==> config.mk <==
export PLATFORM = sky130hd
export DESIGN_NAME = gcode_word_parser
export DESIGN_NICKNAME = d
export VERILOG_FILES = /design/src/sv/gwp_pkg.sv /design/src/sv/gcode_word_parser.sv
export SDC_FILE = /design/constraint.sdc
export NUM_CORES = 1
export LEC_CHECK = 0
export ABC_CLOCK_PERIOD_IN_PS = 23400
export BUFFER_PORTS_ARGS = -buffer_cell sky130_fd_sc_hd__buf_2
export CAP_MARGIN = 15
export CORE_UTILIZATION = 35
export CTS_CLUSTER_DIAMETER = 200
export DETAILED_ROUTE_END_ITERATION = 6
export PLACE_DENSITY = 0.57
export SYNTH_ARGS = -nofsm -noshare
export SYNTH_HDL_FRONTEND = slang
export SYNTH_SLANG_ARGS = --single-unit
==> constraint.sdc <==
create_clock -name aclk -period 23.4 [get_ports aclk]
set_input_delay 4.68 -clock aclk [delete_from_list [all_inputs] [get_ports aclk]]
set_output_delay 4.68 -clock aclk [all_outputs]
set_load 0.02 [all_outputs]
==> src/sv/gwp_pkg.sv <==
package gwp_pkg;

    // Number format
    localparam int FRAC_DIGITS = 3;
    localparam int VALUE_BITS  = 32;
    localparam int ACC_W       = 37;

    // Code fields
    localparam logic [9:0] NO_CODE  = 10'd1023;
    localparam logic [9:0] CODE_MAX = 10'd1022;

    // Line status codes
    localparam logic [1:0] STAT_OK      = 2'd0;
    localparam logic [1:0] STAT_COMMENT = 2'd1;
    localparam logic [1:0] STAT_ERROR   = 2'd2;

    // Characters
    localparam logic [7:0] CH_SEMI   = 8'h3B;
    localparam logic [7:0] CH_PAREN  = 8'h28;
    localparam logic [7:0] CH_A      = 8'h41;
    localparam logic [7:0] CH_Z      = 8'h5A;
    localparam logic [7:0] CH_MINUS  = 8'h2D;
    localparam logic [7:0] CH_PLUS   = 8'h2B;
    localparam logic [7:0] CH_POINT  = 8'h2E;
    localparam logic [7:0] CH_ZERO   = 8'h30;
    localparam logic [7:0] CH_NINE   = 8'h39;
    localparam logic [7:0] CH_SPACE  = 8'h20;
    localparam logic [7:0] CH_TAB    = 8'h09;
    localparam logic [7:0] CH_CR     = 8'h0D;

    // Word letters, offset from 'A'
    localparam logic [4:0] LTR_F = 5'd5;
    localparam logic [4:0] LTR_G = 5'd6;
    localparam logic [4:0] LTR_I = 5'd8;
    localparam logic [4:0] LTR_J = 5'd9;
    localparam logic [4:0] LTR_K = 5'd10;
    localparam logic [4:0] LTR_M = 5'd12;
    localparam logic [4:0] LTR_R = 5'd17;
    localparam logic [4:0] LTR_S = 5'd18;
    localparam logic [4:0] LTR_X = 5'd23;
    localparam logic [4:0] LTR_Y = 5'd24;
    localparam logic [4:0] LTR_Z = 5'd25;

    // Held value slots
    localparam int NUM_HELD = 9;

    // Powers of ten up to the largest fraction scale
    function automatic logic [23:0] pow10(input logic [2:0] n);
        logic [23:0] p;
        unique case (n)
            3'd0:    p = 24'd1;
            3'd1:    p = 24'd10;
            3'd2:    p = 24'd100;
            3'd3:    p = 24'd1000;
            3'd4:    p = 24'd10000;
            3'd5:    p = 24'd100000;
            3'd6:    p = 24'd1000000;
            default: p = 24'd0;
        endcase
        return p;
    endfunction

    localparam logic [23:0] UNIT_SCALE = pow10(3'(FRAC_DIGITS));

    // Saturation limit of a magnitude
    localparam logic [31:0] MAG_CAP = (VALUE_BITS >= 32) ? 32'h7FFF_FFFF :
        32'((64'd1 << (VALUE_BITS - 1)) - 64'd1);

    // Whole part of a saturated magnitude, clipped to 1023
    localparam logic [31:0] CAP_WHOLE_FULL = MAG_CAP / 32'(UNIT_SCALE);
    localparam logic [10:0] CAP_WHOLE = (CAP_WHOLE_FULL > 32'd1023) ? 11'd1023 :
        11'(CAP_WHOLE_FULL);

    typedef struct packed {
        logic [7:0] char_in;
        logic       line_end;
    } gwp_in_t;

    typedef struct packed {
        logic [9:0]         g_code;
        logic [9:0]         m_code;
        logic signed [31:0] pos_x;
        logic signed [31:0] pos_y;
        logic signed [31:0] pos_z;
        logic signed [31:0] arc_i;
        logic signed [31:0] arc_j;
        logic signed [31:0] arc_k;
        logic signed [31:0] spindle_speed;
        logic signed [31:0] feed_rate;
        logic signed [31:0] arc_radius;
        logic [1:0]         line_status;
    } gwp_out_t;

endpackage

==> src/sv/gcode_word_parser.sv <==
// G-code word parser. One character of a line is taken per transfer on the s_
// channel, with line_end set on the last character; one result per line comes
// out on the m_ channel after that character. The block takes a character in
// every cycle unless a result waits: each passes through a single register
// stage (multiply by ten, add and saturate on the value accumulator), and the
// result register frees the input side whenever it is empty or being taken. A
// result waiting for m_ready holds off every input transfer until it is taken.
// Values are decimal fixed point scaled by 10^FRAC_DIGITS; X Y Z I J K S F R
// values are held across lines, while G and M codes, status and word state
// clear at each line end.
module gcode_word_parser
    import gwp_pkg::*;
(
    input  logic     aclk,
    input  logic     aresetn,
    input  logic     s_valid,
    output logic     s_ready,
    input  gwp_in_t  s_data,
    output logic     m_valid,
    input  logic     m_ready,
    output gwp_out_t m_data
);

    typedef enum logic [6:0] {
        PH_LEAD    = 7'b0000001,
        PH_GAP     = 7'b0000010,
        PH_SIGN    = 7'b0000100,
        PH_INT     = 7'b0001000,
        PH_FRAC    = 7'b0010000,
        PH_COMMENT = 7'b0100000,
        PH_ERROR   = 7'b1000000
    } phase_t;

    phase_t      phase_reg, phase_next;
    logic [4:0]  letter_reg, letter_next;
    logic        neg_reg, neg_next;
    logic [31:0] mag_reg, mag_next;
    logic [2:0]  frac_cnt_reg, frac_cnt_next;
    logic [10:0] whole_reg, whole_next;
    logic [9:0]  line_g_reg, line_g_next;
    logic [9:0]  line_m_reg, line_m_next;
    logic [31:0] held_reg [NUM_HELD];
    logic [31:0] held_next [NUM_HELD];
    logic        err_reg, err_next;
    logic        cmt_reg, cmt_next;
    logic        m_valid_reg;
    gwp_out_t    m_data_reg, m_data_next;

    logic        s_fire;
    logic [7:0]  ch;
    logic        is_blank, is_digit, is_letter;
    logic [3:0]  digit;
    logic [ACC_W-1:0] int_sum, frac_sum;
    logic [14:0] whole_sum;
    logic [2:0]  frac_idx;
    logic        do_commit, commit_now;
    logic [31:0] signed_val;
    logic [9:0]  code_val;
    logic [1:0]  status;

    assign s_ready = !m_valid_reg || m_ready;
    assign s_fire  = s_valid && s_ready;
    assign m_valid = m_valid_reg;
    assign m_data  = m_data_reg;

    // Classify the incoming character
    assign ch        = s_data.char_in;
    assign is_blank  = (ch == CH_SPACE) || (ch >= CH_TAB && ch <= CH_CR);
    assign is_digit  = (ch >= CH_ZERO) && (ch <= CH_NINE);
    assign is_letter = (ch >= CH_A) && (ch <= CH_Z);
    assign digit     = 4'(ch - CH_ZERO);
    assign frac_idx  = 3'(FRAC_DIGITS - 1 - int'(frac_cnt_reg));

    // Accumulate: integer digit scales by ten, fraction digit adds its weight
    assign int_sum = ({5'd0, mag_reg} << 3) + ({5'd0, mag_reg} << 1)
                   + ACC_W'(digit * UNIT_SCALE);
    assign frac_sum  = {5'd0, mag_reg} + ACC_W'(digit * pow10(frac_idx));
    assign whole_sum = ({4'd0, whole_reg} << 3) + ({4'd0, whole_reg} << 1)
                     + 15'(digit);

    // Advance the parse state by one character, then close an open word
    always_comb begin
        phase_next    = phase_reg;
        letter_next   = letter_reg;
        neg_next      = neg_reg;
        mag_next      = mag_reg;
        frac_cnt_next = frac_cnt_reg;
        whole_next    = whole_reg;
        line_g_next   = line_g_reg;
        line_m_next   = line_m_reg;
        err_next      = err_reg;
        cmt_next      = cmt_reg;
        do_commit     = 1'b0;
        for (int i = 0; i < NUM_HELD; i++) begin
            held_next[i] = held_reg[i];
        end

        unique case (phase_reg)
            PH_LEAD, PH_GAP: begin
                if (is_blank) begin
                    phase_next = phase_reg;
                end else if (phase_reg == PH_LEAD && (ch == CH_SEMI || ch == CH_PAREN)) begin
                    cmt_next   = 1'b1;
                    phase_next = PH_COMMENT;
                end else if (is_letter) begin
                    letter_next   = 5'(ch - CH_A);
                    neg_next      = 1'b0;
                    mag_next      = '0;
                    frac_cnt_next = '0;
                    whole_next    = '0;
                    phase_next    = PH_SIGN;
                end else begin
                    err_next   = 1'b1;
                    phase_next = PH_ERROR;
                end
            end
            PH_SIGN, PH_INT: begin
                if (phase_reg == PH_SIGN && (ch == CH_MINUS || ch == CH_PLUS)) begin
                    neg_next   = (ch == CH_MINUS);
                    phase_next = PH_INT;
                end else if (is_blank) begin
                    do_commit = 1'b1;
                end else if (ch == CH_POINT) begin
                    phase_next = PH_FRAC;
                end else if (is_digit) begin
                    if (int_sum > ACC_W'(MAG_CAP)) begin
                        mag_next   = MAG_CAP;
                        whole_next = CAP_WHOLE;
                    end else begin
                        mag_next   = int_sum[31:0];
                        whole_next = (whole_sum > 15'd1023) ? 11'd1023 : whole_sum[10:0];
                    end
                    phase_next = PH_INT;
                end else begin
                    err_next   = 1'b1;
                    phase_next = PH_ERROR;
                end
            end
            PH_FRAC: begin
                if (is_blank) begin
                    do_commit = 1'b1;
                end else if (is_digit) begin
                    if (int'(frac_cnt_reg) < FRAC_DIGITS) begin
                        if (frac_sum > ACC_W'(MAG_CAP)) begin
                            mag_next   = MAG_CAP;
                            whole_next = CAP_WHOLE;
                        end else begin
                            mag_next = frac_sum[31:0];
                        end
                        frac_cnt_next = frac_cnt_reg + 3'd1;
                    end
                end else begin
                    err_next   = 1'b1;
                    phase_next = PH_ERROR;
                end
            end
            PH_COMMENT, PH_ERROR: begin
                phase_next = phase_reg;
            end
            default: begin
                phase_next = PH_ERROR;
            end
        endcase

        // Close the word on a blank or at the end of the line
        commit_now = do_commit || (s_data.line_end &&
            (phase_next == PH_SIGN || phase_next == PH_INT || phase_next == PH_FRAC));
        signed_val = neg_next ? 32'(32'd0 - mag_next) : mag_next;
        code_val   = (whole_next > 11'(CODE_MAX)) ? CODE_MAX : whole_next[9:0];
        if (commit_now) begin
            phase_next = PH_GAP;
            unique case (letter_next)
                LTR_G, LTR_M: begin
                    if (neg_next) begin
                        err_next   = 1'b1;
                        phase_next = PH_ERROR;
                    end else if (letter_next == LTR_G) begin
                        line_g_next = code_val;
                    end else begin
                        line_m_next = code_val;
                    end
                end
                LTR_X:   held_next[0] = signed_val;
                LTR_Y:   held_next[1] = signed_val;
                LTR_Z:   held_next[2] = signed_val;
                LTR_I:   held_next[3] = signed_val;
                LTR_J:   held_next[4] = signed_val;
                LTR_K:   held_next[5] = signed_val;
                LTR_S:   held_next[6] = signed_val;
                LTR_F:   held_next[7] = signed_val;
                LTR_R:   held_next[8] = signed_val;
                default: held_next[0] = held_reg[0];
            endcase
        end
    end

    // Build the line result from the post-character state
    always_comb begin
        status = cmt_next ? STAT_COMMENT : (err_next ? STAT_ERROR : STAT_OK);
        m_data_next.g_code        = (status != STAT_OK) ? NO_CODE : line_g_next;
        m_data_next.m_code        = (status != STAT_OK) ? NO_CODE : line_m_next;
        m_data_next.pos_x         = $signed(held_next[0]);
        m_data_next.pos_y         = $signed(held_next[1]);
        m_data_next.pos_z         = $signed(held_next[2]);
        m_data_next.arc_i         = $signed(held_next[3]);
        m_data_next.arc_j         = $signed(held_next[4]);
        m_data_next.arc_k         = $signed(held_next[5]);
        m_data_next.spindle_speed = $signed(held_next[6]);
        m_data_next.feed_rate     = $signed(held_next[7]);
        m_data_next.arc_radius    = $signed(held_next[8]);
        m_data_next.line_status   = status;
    end

    // Hold parse and line state; clear the line state at each line end
    always_ff @(posedge aclk) begin
        if (!aresetn) begin
            phase_reg    <= PH_LEAD;
            letter_reg   <= '0;
            neg_reg      <= 1'b0;
            mag_reg      <= '0;
            frac_cnt_reg <= '0;
            whole_reg    <= '0;
            line_g_reg   <= NO_CODE;
            line_m_reg   <= NO_CODE;
            err_reg      <= 1'b0;
            cmt_reg      <= 1'b0;
            for (int i = 0; i < NUM_HELD; i++) begin
                held_reg[i] <= '0;
            end
        end else if (s_fire) begin
            for (int i = 0; i < NUM_HELD; i++) begin
                held_reg[i] <= held_next[i];
            end
            if (s_data.line_end) begin
                phase_reg    <= PH_LEAD;
                letter_reg   <= '0;
                neg_reg      <= 1'b0;
                mag_reg      <= '0;
                frac_cnt_reg <= '0;
                whole_reg    <= '0;
                line_g_reg   <= NO_CODE;
                line_m_reg   <= NO_CODE;
                err_reg      <= 1'b0;
                cmt_reg      <= 1'b0;
            end else begin
                phase_reg    <= phase_next;
                letter_reg   <= letter_next;
                neg_reg      <= neg_next;
                mag_reg      <= mag_next;
                frac_cnt_reg <= frac_cnt_next;
                whole_reg    <= whole_next;
                line_g_reg   <= line_g_next;
                line_m_reg   <= line_m_next;
                err_reg      <= err_next;
                cmt_reg      <= cmt_next;
            end
        end
    end

    // Result register: load at a line end, drop after the transfer
    always_ff @(posedge aclk) begin
        if (!aresetn) begin
            m_valid_reg <= 1'b0;
        end else if (s_fire && s_data.line_end) begin
            m_valid_reg <= 1'b1;
        end else if (m_ready) begin
            m_valid_reg <= 1'b0;
        end
    end

    always_ff @(posedge aclk) begin
        if (s_fire && s_data.line_end) begin
            m_data_reg <= m_data_next;
        end
    end

`ifndef SYNTHESIS
    a_line_end_result: assert property (@(posedge aclk) disable iff (!aresetn)
        s_fire && s_data.line_end |=> m_valid_reg)
        else $error("line end did not produce a result");

    a_line_end_restart: assert property (@(posedge aclk) disable iff (!aresetn)
        s_fire && s_data.line_end |=> phase_reg == PH_LEAD && !err_reg && !cmt_reg)
        else $error("line state not cleared after line end");

    a_no_codes_on_fault: assert property (@(posedge aclk) disable iff (!aresetn)
        m_valid_reg && m_data_reg.line_status != STAT_OK |->
            m_data_reg.g_code == NO_CODE && m_data_reg.m_code == NO_CODE)
        else $error("codes reported on a comment or error line");

    a_frac_bound: assert property (@(posedge aclk) disable iff (!aresetn)
        int'(frac_cnt_reg) <= FRAC_DIGITS && mag_reg <= MAG_CAP)
        else $error("fraction count or magnitude out of range");
`endif

endmodule
==> metrics, run 1 <==
status finished clean; share of cells above drive strength 1 15.81%; Min-Delay Endpoint neg_reg; Reg area 0.01960 mm^2; Worst setup SP type input pin; delay of the slowest critical-path stage about 0.76 ns; largest net degree at the start of global routing 142; FMAX 0.06962 GHz; H-tree depth 3; Die Wd 331.1 um; iteration-0 DRC count of the detailed router 2844; Die Area ~0.11 mm^2; Hold Path Origin neg_reg; Fill cells 10570; 1st-pass router iterations 6; initial core utilization about 35%; top cell type's share of synthesized area 47.38%; nets between 4000 and 5000; setup TNS 0 ns; Post-Route WL 123.2 mm; Slew @ Worst Pin 1.186 ns; Netlist cell types approximately 100; worst hold stages 2; number of global-route vias before repair 27260; antenna viol nets, final 0; RD Place Congestion 0.9352; r2r startpoint frac_cnt_reg[1]; synth top area cells edfxtp_1 (47%), ha_1 (4.7%), dfxtp_1 (4.3%), nand2_1 (4.3%), o21ai_0 (4.0%); DR vias/cell 5.535; multi-input logic area approximately 0.017 mm^2; Syn Std Cell Area 0.03790 mm^2; root buf cell clkbuf_16; Crit Reg-Reg Endpoint held_reg[0][60]; mean post-synth cell area 10.48 um^2; Synthesized Nets 3843; clk_lat worst skew 0.65 ns; CTS Buf Count 74; cell accounting for the most synthesized area edfxtp_1; clk slew on worst S/H paths 0.06 ns; synthesized instance count 3617; cell count after placement 5172; hpwl dp 86.09 mm; Slowest-stage cell, CP xor2_2; Hold-fix buffers, CTS 0; fin cells 5310; Worst Path Required ~24 ns; TritonCTS clock tree yes; RSZ-0062 raised after global routing false; Crit Path Max Fanout 27; crit path DAT 14.69 ns; number of flops mapped to enable cells by yosys 598; standard-cell rows 120; register bit total from synthesis 680; final period utilization 61.38%; P&R area growth vs syn 14.29%; die boundary height 331.1 um; WHS ~0.46 ns; Synth Warn # 0; Slew Limit Headroom approximately a fifth; Pleak 17.03 nW; FF-to-FF setup slack 13.07 ns; HP Class reg2reg; All-Layer GR Usage 21.91%; Design Area, Final around 0.043 mm^2; Tmin final 14.36 ns; Residual DRC 0; Overflow after GRT 0; postcts setup bufs 0; Main synth FF type edfxtp_1; Hold Vio Cnt, Final 0; endpoint class of the critical path register; Placeable Area 0.1072 mm^2; Clock Power Share between 40% and 50%; via count 29390; switching power total 702.4 uW; PwrDens 65.50 mW/mm^2; Post-synth ARST share 0%; Pint 2.135 mW; WS Path Type in2reg; Layout Skew 0.03852 ns; post-CTS resize count 0; Largest register FFs 310; Avg WL per Cell 23.20 um; max cap viols 0; # setup viols final 0; total clock sinks 680; final core utilization 40.41%; Switching Fraction 24.76%; Placed Area 0.04093 mm^2; Seq pwr share 49.6%; first-pass GRT wire length 180.7 mm; Port Buffers around 320; CTS max path bufs 3; Worst R2R Path Depth 26; sequential-to-total area share from yosys stat 51.71%; combinational fraction of design power 9.0%; initial antenna violation count 8; VDD IR max 47.35 uV; # IOs approximately 330; fin. max-slew vios 0
-- per-layer routing --
layer / part of all wire [%] / track usage (%)
met1: 44 / 30.84
met2: 46 / 34.21
met3: 7.3 / 3.882
met4: 3.0 / 6.751
met5: 0.011 / 0
-- worst max-delay path by stage --
stage	endpoint	start	cells after the start	slack [ns]
2_1_floorplan	held_reg[0][0]	m_ready	7	9.13
3_3_place_gp	held_reg[0][218]	s_data[2]	32	8.76
3_5_place_dp	held_reg[0][122]	s_data[2]	32	8.51
4_1_cts	held_reg[0][122]	s_data[2]	32	9.16
5_1_grt	held_reg[0][26]	s_data[2]	32	8.48
6_report	held_reg[0][186]	s_data[2]	32	9.04
-- Yosys cell counts, types with 41 or more instances --
master,n
nand2_1,430
ha_1,142
dfxtp_1,82
a31oi_1,78
nor2_1,179
nand3_1,168
mux2_2,46
o21ai_0,303
edfxtp_1,598
inv_1,179
xnor2_1,46
a21oi_1,244
o21ai_1,41
clkbuf_1,179
fa_1,71
and2_1,171
-- cell families after synthesis --
group / Yosys count / share of synthesized area (%)
muxes: 70 / 2.001
AOI/OAI and AO/OA: 1003 / 16.66
buffers and inverters: 408 / 4.249
xor gates and xnor gates: 84 / 2.040
adders and majority gates: 213 / 8.438
and+or+nand+nor: 1159 / 14.91
DFF: 680 / 51.71
-- worst max-delay path: cells and delay by family --
family | cells | cell delay [ns]
AOI/OAI and AO/OA | 14 | 4.09
xor gates and xnor gates | 2 | 0.87
adders and majority gates | 6 | 2.29
buffers and inverters | 6 | 1.19
and+or+nand+nor | 4 | 1.50
-- power by group through the flow --
| stage | registers [mW] | clock network, mW | logic (mW) |
|---|---|---|---|
| floorplan | 1.47 | 0 | 0.140 |
| global placement | 1.43 | 0 | 0.256 |
| detailed placement | 1.43 | 0 | 0.256 |
| CTS | 1.41 | 1.19 | 0.257 |
| global route | 1.41 | 1.23 | 0.282 |
| finish | 1.41 | 1.17 | 0.256 |
-- area by class of cell --
class	instances	area share, %
antenna	4	0.02311
clock inverter	43	0.9243
tap	1403	4.052
multi-input combinational	2529	38.86
sequential	680	45.24
timing repair buffer	379	4.725
inverter	181	1.603
clock buffer	91	4.569
-- stage by stage --
stage / worst slack, ns / power (mW)
2_1_floorplan: 9.126 / 1.615
3_3_place_gp: 8.761 / 1.688
3_5_place_dp: 8.514 / 1.690
4_1_cts: 9.163 / 2.858
5_1_grt: 8.477 / 2.929
6_report: 9.037 / 2.837
-- cell usage in the layout, fill, tap and decap left out, drive strengths merged, types with 21 or more instances in the layout --
| cell | count |
|---|---|
| a211oi | 22 |
| a21oi | 247 |
| a31oi | 78 |
| and2 | 173 |
| and3 | 29 |
| buf | 379 |
| clkbuf | 91 |
| clkinv | 31 |
| dfxtp | 82 |
| edfxtp | 598 |
| fa | 71 |
| ha | 142 |
| inv | 184 |
| mux2 | 46 |
| mux2i | 24 |
| nand2 | 433 |
| nand3 | 168 |
| nand4 | 27 |
| nor2 | 179 |
| nor3 | 37 |
| nor4 | 24 |
| o211ai | 29 |
| o21a | 21 |
| o21ai | 349 |
| o22a | 36 |
| o22ai | 22 |
| o31ai | 26 |
| xnor2 | 46 |
| xor2 | 38 |
No activity file was read; power rests on OpenSTA's default activity.
==> run 2: changes to the inputs <==
--- a/config.mk
+++ b/config.mk
@@ -5,13 +5,13 @@
 export SDC_FILE = /design/constraint.sdc
 export NUM_CORES = 1
 export LEC_CHECK = 0
-export ABC_CLOCK_PERIOD_IN_PS = 23400
+export ABC_CLOCK_PERIOD_IN_PS = 11900
 export BUFFER_PORTS_ARGS = -buffer_cell sky130_fd_sc_hd__buf_2
 export CAP_MARGIN = 15
 export CORE_UTILIZATION = 35
 export CTS_CLUSTER_DIAMETER = 200
 export DETAILED_ROUTE_END_ITERATION = 6
-export PLACE_DENSITY = 0.57
+export PLACE_DENSITY = 0.58
 export SYNTH_ARGS = -nofsm -noshare
 export SYNTH_HDL_FRONTEND = slang
 export SYNTH_SLANG_ARGS = --single-unit
==> constraint.sdc (replaced) <==
create_clock -name aclk -period 11.9 [get_ports aclk]
set_input_delay 2.38 -clock aclk [delete_from_list [all_inputs] [get_ports aclk]]
set_output_delay 2.38 -clock aclk [all_outputs]
set_load 0.02 [all_outputs]
==> run 2 against run 1 <==
Wire length down 0.28%. Utilization down 0.070 points. Non-clock buffer count up 32. Register-to-register slack worse by 11 ns. Clock power up 80%. Largest power group unchanged.
==> metrics, run 2 (synthesized netlist as in run 1, its figures left out) <==
status finished clean; Crit Reg-Reg Endpoint m_data[124]; Slowest-stage cell, CP nor4_2; initial antenna violation count 3 (-5); DR vias/cell 5.547 (+0.22%); die boundary height 331.1 um (unchanged); Pleak 17.06 nW (+0.17%); initial core utilization 35.35% (unchanged); Fill cells 10510 (-0.56%); CP most frequent cell a21oi_1; combinational fraction of design power 9.4% (+0.4 points); H-tree depth 3 (unchanged); standard-cell rows 120 (unchanged); Slew @ Worst Pin 1.117 ns (-0.06948 ns); FF-to-FF setup slack 2.44 ns (-10.63 ns); hpwl dp 86.07 mm (about the same); Placeable Area 0.1072 mm^2 (unchanged); largest net degree at the start of global routing 117 (-18%); clk slew on worst S/H paths 0.06 ns (about the same); FMAX between 0.09 and 0.1 GHz; TritonCTS clock tree yes; All-Layer GR Usage 21.99% (+0.075 points); VDD IR max 92.42 uV (+95%); postcts setup bufs 0 (unchanged); PwrDens 124.6 mW/mm^2 (+90%); Largest register FFs 310 (unchanged); Hold-fix buffers, CTS 0 (unchanged); Clock Power Share 39.2% (-2.1 points); via count 29570 (+0.62%); Layout Skew 0.03698 ns (-0.001543 ns); 1st-pass router iterations 6 (unchanged); total clock sinks 680 (unchanged); Overflow after GRT 0 (unchanged); Crit Path Max Fanout 16 (-41%); Placed Area 0.04112 mm^2 (+0.47%); Avg WL per Cell 23.04 um (-0.67%); r2r startpoint frac_cnt_reg[1]; root buf cell clkbuf_16; switching power total 1.346 mW (+92%); worst hold stages 2 (unchanged); Worst setup SP type input pin; endpoint class of the critical path register; HP Class reg2reg; Seq pwr share 51.4% (+1.8 points); setup TNS 0 ns (unchanged); Residual DRC 0 (unchanged); Tmin final 10.73 ns; Worst R2R Path Depth 28 (+7.7%); number of global-route vias before repair 28200 (+3.4%); Hold Vio Cnt, Final 0 (unchanged); delay of the slowest critical-path stage 0.88 ns (+0.12 ns); fin cells 5331 (+0.40%); Switching Fraction 24.98% (+0.23 points); final core utilization 40.34% (-0.070 points); post-CTS resize count 0 (unchanged); Antenna Diode Count 0 (-4); Port Buffers 324 (unchanged); Hold Path Origin letter_reg[1]; Die Area 0.1096 mm^2 (unchanged); crit path DAT 11.17 ns (-3.52 ns); Worst Path Required 12.34 ns (-11.38 ns); antenna viol nets, final 0 (unchanged); clk_lat worst skew 0.63 ns (-0.02 ns); Min-Delay Endpoint letter_reg[1]; fin. max-slew vios 0 (unchanged); max cap viols 0 (unchanged); Slew Limit Headroom 25.29% (+5.0 points); CTS max path bufs 3 (unchanged); nets 4101 (+0.74%); Pint 4.042 mW (+89%); commonest cells after routing, fill and taps aside edfxtp_1 (598), nand2_1 (428), buf_2 (324); P&R area growth vs syn 14.10%; cell count after placement 5204 (+0.62%); final period utilization 90.17%; RD Place Congestion 0.9581 (+2.4%); # setup viols final 0 (unchanged); Design Area, Final 0.04324 mm^2 (-0.17%); share of cells above drive strength 1 16.22% (+0.41 points); RSZ-0062 raised after global routing false; CTS Buf Count 72 (-2.7%); WS Path Type in2reg; commonest non-fill, non-tap cell in the layout edfxtp_1; Die Wd 331.1 um (unchanged); Post-Route WL 122.8 mm (-0.28%); first-pass GRT wire length 182.0 mm (+0.71%); # IOs 325 (unchanged); iteration-0 DRC count of the detailed router 2939 (+3.3%)
[run 2: layer usage]
| layer | global-route usage, % | part of all wire, % | vias to the layer above |
|---|---|---|---|
| li1 | - | - | 13760 |
| met1 | 29.59 | 42 | 14420 |
| met2 | 35.38 | 47 | 1177 |
| met3 | 4.216 | 7.5 | 212 |
| met4 | 7.469 | 3.3 | 2 |
| met5 | 0 | 0.011 | - |
[run 2: power by group through the flow]
stage	combinational (mW)	clock, mW	sequential [mW]
floorplan	0.276	0	2.89
global placement	0.500	0	2.82
detailed placement	0.502	0	2.82
CTS	0.505	2.15	2.77
global route	0.556	2.23	2.78
finish	0.504	2.11	2.77
[run 2: worst max-delay path by stage]
stage | slack [ns] | end | from
floorplan | 2.29 | m_data[22] | s_data[2]
global placement | 0.96 | held_reg[0][63] | s_data[2]
detailed placement | 0.67 | held_reg[0][175] | s_data[2]
CTS | 1.29 | held_reg[0][271] | s_data[2]
global route | 0.55 | held_reg[0][127] | s_data[2]
finish | 1.17 | held_reg[0][191] | s_data[2]
[run 2: area by class of cell]
type                       count  area [um^2]  area share, %
sequential                   680        19600          45.32
tap                         1403         1755          4.059
timing repair buffer         411         2275          5.260
clock buffer                  98         1929          4.462
multi-input combinational   2529        16800          38.85
clock inverter                29        191.4         0.4427
inverter                     181        694.4          1.606
[run 2: stage by stage]
stage,hold slack (ns),worst slack (ns),total power [mW]
6_report,0.4582,1.170,5.388
5_1_grt,0.4854,0.5528,5.572
4_1_cts,0.4600,1.285,5.430
3_5_place_dp,0.4439,0.6683,3.323
3_3_place_gp,0.4356,0.9586,3.318
2_1_floorplan,0.4187,2.295,3.166
[run 2: critical path, delay by kind of cell]
| kind | cells | cell delay [ns] |
|---|---|---|
| fa+ha+maj | 5 | 2.30 |
| xor+xnor | 1 | 0.12 |
| compound gates | 13 | 3.28 |
| buf+inv | 6 | 0.76 |
| simple gates | 5 | 2.31 |
